===== src/vha_pkg.sv =====
package vha_pkg;

    localparam int SPEED_WIDTH  = 16;
    localparam int CORDIC_STEPS = 16;
    localparam int GUARD_BITS   = 8;
    localparam int TABLE_LEN    = 24;
    localparam int STEP_W       = $clog2(TABLE_LEN);
    localparam int HEADING_W    = 16;

    // |v| << GUARD_BITS plus headroom for the CORDIC gain and the sign
    localparam int DW = SPEED_WIDTH + 1 + GUARD_BITS + 3;
    // Q.24 angles: accumulator (signed), clamped angle, full-circle angle
    localparam int ZW = 27;
    localparam int AW = 25;
    localparam int FW = 27;
    localparam int TAB_W = 24;

    localparam logic [HEADING_W-1:0] HALF_PI_Q13       = 16'd12868;
    localparam logic [HEADING_W-1:0] PI_Q13            = 16'd25736;
    localparam logic [HEADING_W-1:0] THREE_HALF_PI_Q13 = 16'd38604;
    localparam logic [HEADING_W-1:0] TWO_PI_Q13        = 16'd51472;

    localparam logic [FW-1:0] HALF_PI_Q24 = 27'd26353589;
    localparam logic [FW-1:0] PI_Q24      = 27'd52707179;
    localparam logic [FW-1:0] TWO_PI_Q24  = 27'd105414357;
    localparam logic [FW-1:0] ROUND_Q24   = 27'd1024;

    typedef struct packed {
        logic load;
        logic iter;
        logic map;
        logic emit;
    } t_cmd;

    typedef struct packed {
        logic special;
        logic last_step;
    } t_status;

    // atan(2^-i) in units of 2^-24 rad
    function automatic logic [TAB_W-1:0] atan_q24(input logic [STEP_W-1:0] idx);
        logic [TAB_W-1:0] v;
        case (idx)
            5'd0:    v = 24'd13176795;
            5'd1:    v = 24'd7778716;
            5'd2:    v = 24'd4110060;
            5'd3:    v = 24'd2086331;
            5'd4:    v = 24'd1047214;
            5'd5:    v = 24'd524117;
            5'd6:    v = 24'd262123;
            5'd7:    v = 24'd131069;
            5'd8:    v = 24'd65536;
            5'd9:    v = 24'd32768;
            5'd10:   v = 24'd16384;
            5'd11:   v = 24'd8192;
            5'd12:   v = 24'd4096;
            5'd13:   v = 24'd2048;
            5'd14:   v = 24'd1024;
            5'd15:   v = 24'd512;
            5'd16:   v = 24'd256;
            5'd17:   v = 24'd128;
            5'd18:   v = 24'd64;
            5'd19:   v = 24'd32;
            5'd20:   v = 24'd16;
            5'd21:   v = 24'd8;
            5'd22:   v = 24'd4;
            5'd23:   v = 24'd2;
            default: v = '0;
        endcase
        return v;
    endfunction

endpackage


===== src/vha_ctrl.sv =====
module vha_ctrl (
    input  logic           i_clk,
    input  logic           i_rst_n,
    input  logic           i_valid,
    output logic           o_stall,
    output logic           o_valid,
    input  logic           i_stall,
    input  vha_pkg::t_status i_status,
    output vha_pkg::t_cmd    o_cmd
);
    import vha_pkg::*;

    typedef enum logic [1:0] {
        ST_IDLE,
        ST_ITER,
        ST_MAP,
        ST_EMIT
    } t_state;

    t_state r_state, n_state;
    logic   r_out_valid;
    t_cmd   cmd;

    always_comb begin
        cmd      = '0;
        cmd.load = (r_state == ST_IDLE) && i_valid;
        cmd.iter = (r_state == ST_ITER);
        cmd.map  = (r_state == ST_MAP);
        cmd.emit = (r_state == ST_EMIT) && (!r_out_valid || !i_stall);
    end

    always_comb begin
        n_state = r_state;
        unique case (r_state)
            ST_IDLE: begin
                if (i_valid) n_state = i_status.special ? ST_EMIT : ST_ITER;
            end
            ST_ITER: begin
                if (i_status.last_step) n_state = ST_MAP;
            end
            ST_MAP: begin
                n_state = ST_EMIT;
            end
            ST_EMIT: begin
                if (cmd.emit) n_state = ST_IDLE;
            end
            default: n_state = ST_IDLE;
        endcase
    end

    always_ff @(posedge i_clk) begin
        if (!i_rst_n) begin
            r_state     <= ST_IDLE;
            r_out_valid <= 1'b0;
        end else begin
            r_state <= n_state;
            if (cmd.emit) r_out_valid <= 1'b1;
            else if (!i_stall) r_out_valid <= 1'b0;
        end
    end

    assign o_stall = (r_state != ST_IDLE);
    assign o_valid = r_out_valid;
    assign o_cmd   = cmd;

    a_emit_slot_free: assert property (@(posedge i_clk) disable iff (!i_rst_n)
        cmd.emit |-> (!r_out_valid || !i_stall))
        else $error("word loaded over a stalled output");

    a_last_step_maps: assert property (@(posedge i_clk) disable iff (!i_rst_n)
        (r_state == ST_ITER) && i_status.last_step |=> (r_state == ST_MAP))
        else $error("iteration did not end after last step");

    a_load_busy: assert property (@(posedge i_clk) disable iff (!i_rst_n)
        cmd.load |=> (r_state != ST_IDLE))
        else $error("accepted word left controller idle");

endmodule


===== src/vha_dpath.sv =====
module vha_dpath (
    input  logic                               i_clk,
    input  logic                               i_rst_n,
    input  logic signed [vha_pkg::SPEED_WIDTH-1:0] i_x_speed,
    input  logic signed [vha_pkg::SPEED_WIDTH-1:0] i_y_speed,
    input  vha_pkg::t_cmd                      i_cmd,
    output vha_pkg::t_status                   o_status,
    output logic [vha_pkg::HEADING_W-1:0]      o_heading,
    output logic                               o_held
);
    import vha_pkg::*;

    logic signed [DW-1:0]     r_x, r_y;
    logic signed [ZW-1:0]     r_z;
    logic [STEP_W-1:0]        r_step;
    logic                     r_xneg, r_yneg;
    logic [HEADING_W-1:0]     r_res, r_last, r_out_heading;
    logic                     r_held, r_out_held;

    logic                     x_zero, y_zero;
    logic [SPEED_WIDTH:0]     x_ext, y_ext, ax, ay;
    logic [HEADING_W-1:0]     special_res;
    logic signed [DW-1:0]     dx, dy;
    logic signed [ZW-1:0]     dz;
    logic [AW-1:0]            a_clamp;
    logic [FW-1:0]            full, rounded;
    logic [HEADING_W-1:0]     q13;

    assign x_zero = (i_x_speed == '0);
    assign y_zero = (i_y_speed == '0);
    assign x_ext  = {i_x_speed[SPEED_WIDTH-1], i_x_speed};
    assign y_ext  = {i_y_speed[SPEED_WIDTH-1], i_y_speed};
    assign ax     = x_ext[SPEED_WIDTH] ? (~x_ext + 1'b1) : x_ext;
    assign ay     = y_ext[SPEED_WIDTH] ? (~y_ext + 1'b1) : y_ext;

    always_comb begin
        if (x_zero && y_zero)
            special_res = r_last;
        else if (y_zero)
            special_res = i_x_speed[SPEED_WIDTH-1] ? PI_Q13 : '0;
        else
            special_res = i_y_speed[SPEED_WIDTH-1] ? THREE_HALF_PI_Q13 : HALF_PI_Q13;
    end

    assign o_status.special   = x_zero || y_zero;
    assign o_status.last_step = (r_step == STEP_W'(CORDIC_STEPS - 1));

    // arithmetic shift of a signed value rounds toward minus infinity
    assign dx = r_y >>> r_step;
    assign dy = r_x >>> r_step;
    assign dz = signed'({{(ZW-TAB_W){1'b0}}, atan_q24(r_step)});

    always_comb begin
        if (r_z[ZW-1])
            a_clamp = '0;
        else if (r_z > signed'(ZW'(HALF_PI_Q24)))
            a_clamp = AW'(HALF_PI_Q24);
        else
            a_clamp = r_z[AW-1:0];
    end

    always_comb begin
        if (!r_xneg)
            full = r_yneg ? (TWO_PI_Q24 - FW'(a_clamp)) : FW'(a_clamp);
        else
            full = r_yneg ? (PI_Q24 + FW'(a_clamp)) : (PI_Q24 - FW'(a_clamp));
        rounded = full + ROUND_Q24;
        q13     = rounded[FW-1:11];
    end

    always_ff @(posedge i_clk) begin
        if (i_cmd.load) begin
            r_x    <= signed'(DW'({ax, {GUARD_BITS{1'b0}}}));
            r_y    <= signed'(DW'({ay, {GUARD_BITS{1'b0}}}));
            r_z    <= '0;
            r_step <= '0;
            r_xneg <= i_x_speed[SPEED_WIDTH-1];
            r_yneg <= i_y_speed[SPEED_WIDTH-1];
            r_res  <= special_res;
            r_held <= x_zero && y_zero;
        end else if (i_cmd.iter) begin
            if (!r_y[DW-1]) begin
                r_x <= r_x + dx;
                r_y <= r_y - dy;
                r_z <= r_z + dz;
            end else begin
                r_x <= r_x - dx;
                r_y <= r_y + dy;
                r_z <= r_z - dz;
            end
            r_step <= r_step + 1'b1;
        end else if (i_cmd.map) begin
            r_res <= (q13 >= TWO_PI_Q13) ? '0 : q13;
        end
        if (i_cmd.emit) begin
            r_out_heading <= r_res;
            r_out_held    <= r_held;
        end
    end

    always_ff @(posedge i_clk) begin
        if (!i_rst_n) begin
            r_last <= '0;
        end else if (i_cmd.emit && !r_held) begin
            r_last <= r_res;
        end
    end

    assign o_heading = r_out_heading;
    assign o_held    = r_out_held;

    a_map_in_range: assert property (@(posedge i_clk) disable iff (!i_rst_n)
        i_cmd.map |=> (r_res < TWO_PI_Q13))
        else $error("mapped heading not below two pi");

    a_last_tracks: assert property (@(posedge i_clk) disable iff (!i_rst_n)
        i_cmd.emit && !r_held |=> (r_last == r_out_heading))
        else $error("last heading not updated with emitted word");

endmodule


===== src/velocity_heading_angle_unit.sv =====
// Four-quadrant heading of a signed velocity vector, unsigned Q3.13 radians
// in [0, 2*pi). One word at a time. For a general vector the result reaches
// the output register after 16 CORDIC vectoring iterations on one shared
// shift-add unit, then the quadrant map and round, then the output load.
// i_valid is taken again in the cycle after the output load. A vector on an
// axis or a zero vector skips the iterations and the map: its result goes
// from accept straight to the output load. A zero vector repeats the last
// heading (0 after reset) with o_held set. The output register holds a
// finished word while i_stall is high. One more word is accepted meanwhile,
// and it waits in the core until the output register is free. Such a wait
// delays the output load and the next accept.
module velocity_heading_angle_unit (
    input  logic                                  i_clk,
    input  logic                                  i_rst_n,
    input  logic                                  i_valid,
    output logic                                  o_stall,
    input  logic signed [vha_pkg::SPEED_WIDTH-1:0] i_x_speed,
    input  logic signed [vha_pkg::SPEED_WIDTH-1:0] i_y_speed,
    output logic                                  o_valid,
    input  logic                                  i_stall,
    output logic [vha_pkg::HEADING_W-1:0]         o_heading,
    output logic                                  o_held
);
    import vha_pkg::*;

    t_cmd    cmd;
    t_status status;

    vha_ctrl u_ctrl (
        .i_clk    (i_clk),
        .i_rst_n  (i_rst_n),
        .i_valid  (i_valid),
        .o_stall  (o_stall),
        .o_valid  (o_valid),
        .i_stall  (i_stall),
        .i_status (status),
        .o_cmd    (cmd)
    );

    vha_dpath u_dpath (
        .i_clk     (i_clk),
        .i_rst_n   (i_rst_n),
        .i_x_speed (i_x_speed),
        .i_y_speed (i_y_speed),
        .i_cmd     (cmd),
        .o_status  (status),
        .o_heading (o_heading),
        .o_held    (o_held)
    );

endmodule

===== config.mk =====
export PLATFORM = sky130hd
export DESIGN_NAME = velocity_heading_angle_unit
export DESIGN_NICKNAME = d
export VERILOG_FILES = /design/src/vha_pkg.sv /design/src/vha_ctrl.sv /design/src/vha_dpath.sv /design/src/velocity_heading_angle_unit.sv
export SDC_FILE = /design/constraint.sdc
export NUM_CORES = 1
export LEC_CHECK = 0
export BUFFER_PORTS_ARGS = -buffer_cell sky130_fd_sc_hd__buf_2
export CAP_MARGIN = 40
export CORE_MARGIN = 2
export CORE_UTILIZATION = 30
export DETAILED_ROUTE_END_ITERATION = 10
export GPL_ROUTABILITY_DRIVEN = 0
export PLACE_DENSITY = 0.55
export SLEW_MARGIN = 40
export SYNTH_ARGS = -nofsm -noshare
export SYNTH_HDL_FRONTEND = slang
export SYNTH_HIERARCHICAL = 1
export SYNTH_SLANG_ARGS = --single-unit

===== constraint.sdc =====
create_clock -name i_clk -period 13.7 [get_ports i_clk]
set_input_delay 2.74 -clock i_clk [delete_from_list [all_inputs] [get_ports i_clk]]
set_output_delay 2.74 -clock i_clk [all_outputs]
set_load 0.03 [all_outputs]

==> impl_metrics.csv <==
group,metric,value,unit
route,detailroute.wirelength.met2,26300,µm
route,detail_route.wirelength.met1,25900,µm
clock_network,tritoncts,"done",
logic_synthesis,synth_enable_flop_cells,70,
die,floorplan.initialDensity,30.2,%
worst_hold_path,hold_crit_start,"u_dpath/r_res[4]",
sta,setup-violations-final,0,
place,numPortBuffers,54,
logic_synthesis,async_reset_ff_share,0,%
route,wl_per_cell,19.6,µm
final_layout,layout-area-overhead-vs-synth,8.52,%
sta,slew_headroom,43.3,%
final_layout,layout.area.seq,4050,µm²
place,post-dp-hpwl,42800,µm
grt,overflow,0,
logic_synthesis,ys.warnings.count,6,
clock_network,cts.hold.buffers_added,0,
clock_network,clock_tree.htree_level_count,4,
grt,number_of_antenna_violations_at_the_first_check_in_global_routing,3,
route,drt_first_pass_iters,5,
logic_synthesis,mappedNetlistNets,2321,
die,die-width,250,µm
route,drc,0,
setup_path,worstPathRequired,14.08,ns
sta,final-max-slew-violation-count,0,
final_layout,fill_cells,6268,
flow_run,max_cap_viol_count,0,
clock_network,clk-insertion-delay-late,0.49,ns
clock_network,clk_root_buffer_cell,"clkbuf_16",
grt,first_pass_grt_wire_length,91500,µm
grt,grt_pass1_vias,16036,
logic_synthesis,postSynthCellCount,2184,
route,wl_met3,3770,µm
logic_synthesis,ys_seq_area_share,22.3,%
final_layout,post_route_cells_drive_above_1_share,13.3,%
route,route.vias.total,17200,
die,design.core.area,60000,µm²
logic_synthesis,netlist_area,18100,µm²
route,drtIter0Drc,1571,
clock_network,clock_sinks,167,
grt,groute.usage.overall,18.2,%
setup_path,path_class,"register to register",
clock_network,cts_setup_buffers,0,
logic_synthesis,number_of_synthesized_register_bits,167,
grt,grt_max_degree,66,
sta,fin_setup_tns,0,ns
sta,layout_worst_path_cycle_share,50.6,%
setup_path,cp_max_fo,63,
route,routed_wirelength,57600,µm
sta,max_freq,144,MHz
die,die_area,62500,µm²
die,chipHeight,250,µm
setup_path,r2r_setup_slk,6.77,ns
setup_path,worstSetupStartpoint,"u_dpath/r_step[1]",
route,maxUsedRoutingLayer,"met5",
logic_synthesis,yosys.cell_types.count,104,
setup_path,cp.arrival,7.31,ns
die,total_number_of_placement_rows,90,
die,top_level_ports,55,
clock_network,buffer_levels_on_the_longest_clock_path,2,
sta,tightestPinTransition,0.838,ns
setup_path,timing.rr.start,"u_dpath/r_step[1]",
logic_synthesis,syn_area_per_cell,8.31,µm²
sta,rsz_0062_raised_after_global_routing,"no",
final_layout,nNetsFinal,2287,
setup_path,setup.worst_path.end_class,"register",
final_layout,area_of_combinational_cells_with_multiple_inputs,13300,µm²
clock_network,post_cts_resized,0,
route,final_antenna_violating_net_count,0,
sta,hold_violations_final,0,
run_status,run_status,"finished clean",
setup_path,worstSetupStartpointType,"register",
sta,finalCriticalPeriod,6.93,ns
logic_synthesis,postSynth.topFlopCell,"dfxtp_1",
sta,timing.clock.skew,0.0168,ns
route,route.detailed.vias_per_inst,5.84,
clock_network,cts.reportedPaths.clkPinSlew,0.08,ns
clock_network,cts_made_buffers,17,
worst_hold_path,worstHoldPathType,"register to register",
## through the flow
| step | instances | util [%] | hold slack [ns] | setup WS, ns | cell area (µm²) |
|---|---|---|---|---|---|
| after floorplan | 2184 | - | 0.426 | 7.46 | 18100 |
| after global placement | 2910 | 31.7 | 0.434 | 6.85 | 19000 |
| after detailed placement | 2913 | 31.8 | 0.434 | 6.93 | 19100 |
| after CTS | 2945 | 32.8 | 0.454 | 6.89 | 19700 |
| after global routing | 2946 | 32.8 | 0.473 | 6.19 | 19700 |
| final | 2946 | 32.8 | 0.454 | 6.77 | 19700 |
## critical path, cell delays in order (launching register included)
cell	delay, ns
dfxtp_2	0.31
buf_4	0.58
mux4_2	0.69
mux4_2	0.56
mux2i_1	0.26
ha_1	0.23
nand2_1	0.08
or3_1	0.42
nor3_1	0.32
nor2_1	0.11
xor2_1	0.18
ha_1	0.38
a21oi_1	0.21
nand2b_1	0.08
a41o_1	0.23
a2111oi_0	0.54
nor3_1	0.17
nor2_1	0.19
a21oi_1	0.15
a211o_1	0.30
a41oi_1	0.24
mux2i_1	0.23
mux2_1	0.33
## cell families after synthesis
kind of cell	Yosys count	synth area share (%)
buf+inv	198	4.44
xor+xnor	169	8.16
flops	167	22.3
simple gates	754	20.5
fa+ha+maj	101	7.09
mux	162	14.2
compound gates	633	23.3
## final timing paths
path / endpoint / cells past startpoint
setup / recovery: u_dpath/r_x[27] / 22
hold / removal: u_dpath/o_heading[4] / 0
setup reg to reg: u_dpath/r_x[27] / 22
hold reg to reg: u_dpath/o_heading[4] / 0
## sequential cells by signal, indices dropped and copies added (netlist names)
signal / flops
u_ctrl/o_valid: 1
u_ctrl/r_state: 2
u_dpath/dz: 24
u_dpath/o_heading: 16
u_dpath/o_held: 1
u_dpath/r_held: 1
u_dpath/r_last: 16
u_dpath/r_res: 16
u_dpath/r_step: 5
u_dpath/r_x: 28
u_dpath/r_xneg: 1
u_dpath/r_y: 28
u_dpath/r_yneg: 1
u_dpath/r_z: 27
## cells in the mapped netlist (37+ instances only)
library cell | n | share of area, %
nor2_1 | 221 | 4.6
nand2_1 | 203 | 4.2
a21oi_1 | 167 | 4.6
o21ai_0 | 105 | 2.9
xnor2_1 | 100 | 4.8
ha_1 | 98 | 6.8
dfxtp_1 | 97 | 11
clkbuf_1 | 93 | 1.9
mux4_2 | 74 | 9.2
edfxtp_1 | 70 | 12
xor2_1 | 69 | 3.3
inv_1 | 63 | 1.3
mux2i_1 | 59 | 3.3
nor3_1 | 57 | 1.6
nand3_1 | 46 | 1.3
a21o_1 | 37 | 1.5
o22ai_1 | 37 | 1.3
## layer usage
layer / global-route usage, % / vias to the layer above
li1: - / 8136
met1: 24.8 / 8312
met2: 28.7 / 653
met3: 3.09 / 97
met4: 6.95 / 2
met5: 0 / -
## layout by cell type, fill, tap and decap left out, types with 19 or more instances in the layout
master / instances
nor2_1: 221
dfxtp_1: 94
a211oi_1: 33
nand2b_1: 21
a21oi_1: 166
and3_1: 29
or3_1: 30
mux2i_1: 59
xor2_1: 69
buf_2: 54
nand3_1: 46
a31oi_1: 32
nand2_1: 202
o31ai_1: 26
edfxtp_1: 70
nor3_1: 57
o21ai_0: 105
a21o_1: 37
ha_1: 97
and2_1: 19
mux4_2: 74
buf_4: 22
inv_1: 62
o22ai_1: 37
a21boi_0: 21
mux2_2: 27
xnor2_1: 100
nor2b_1: 22
## area by class of cell
class | instances | area share, %
multi-input combinational | 1819 | 67.6
sequential | 167 | 20.6
tap | 782 | 4.97
timing repair buffer | 78 | 2.37
clock buffer | 19 | 2.31
inverter | 67 | 1.28
clock inverter | 13 | 0.851
antenna | 1 | 0.0127
Power is not shown: default switching activity piles up to over one toggle a cycle in this logic, so the estimate is an artifact.
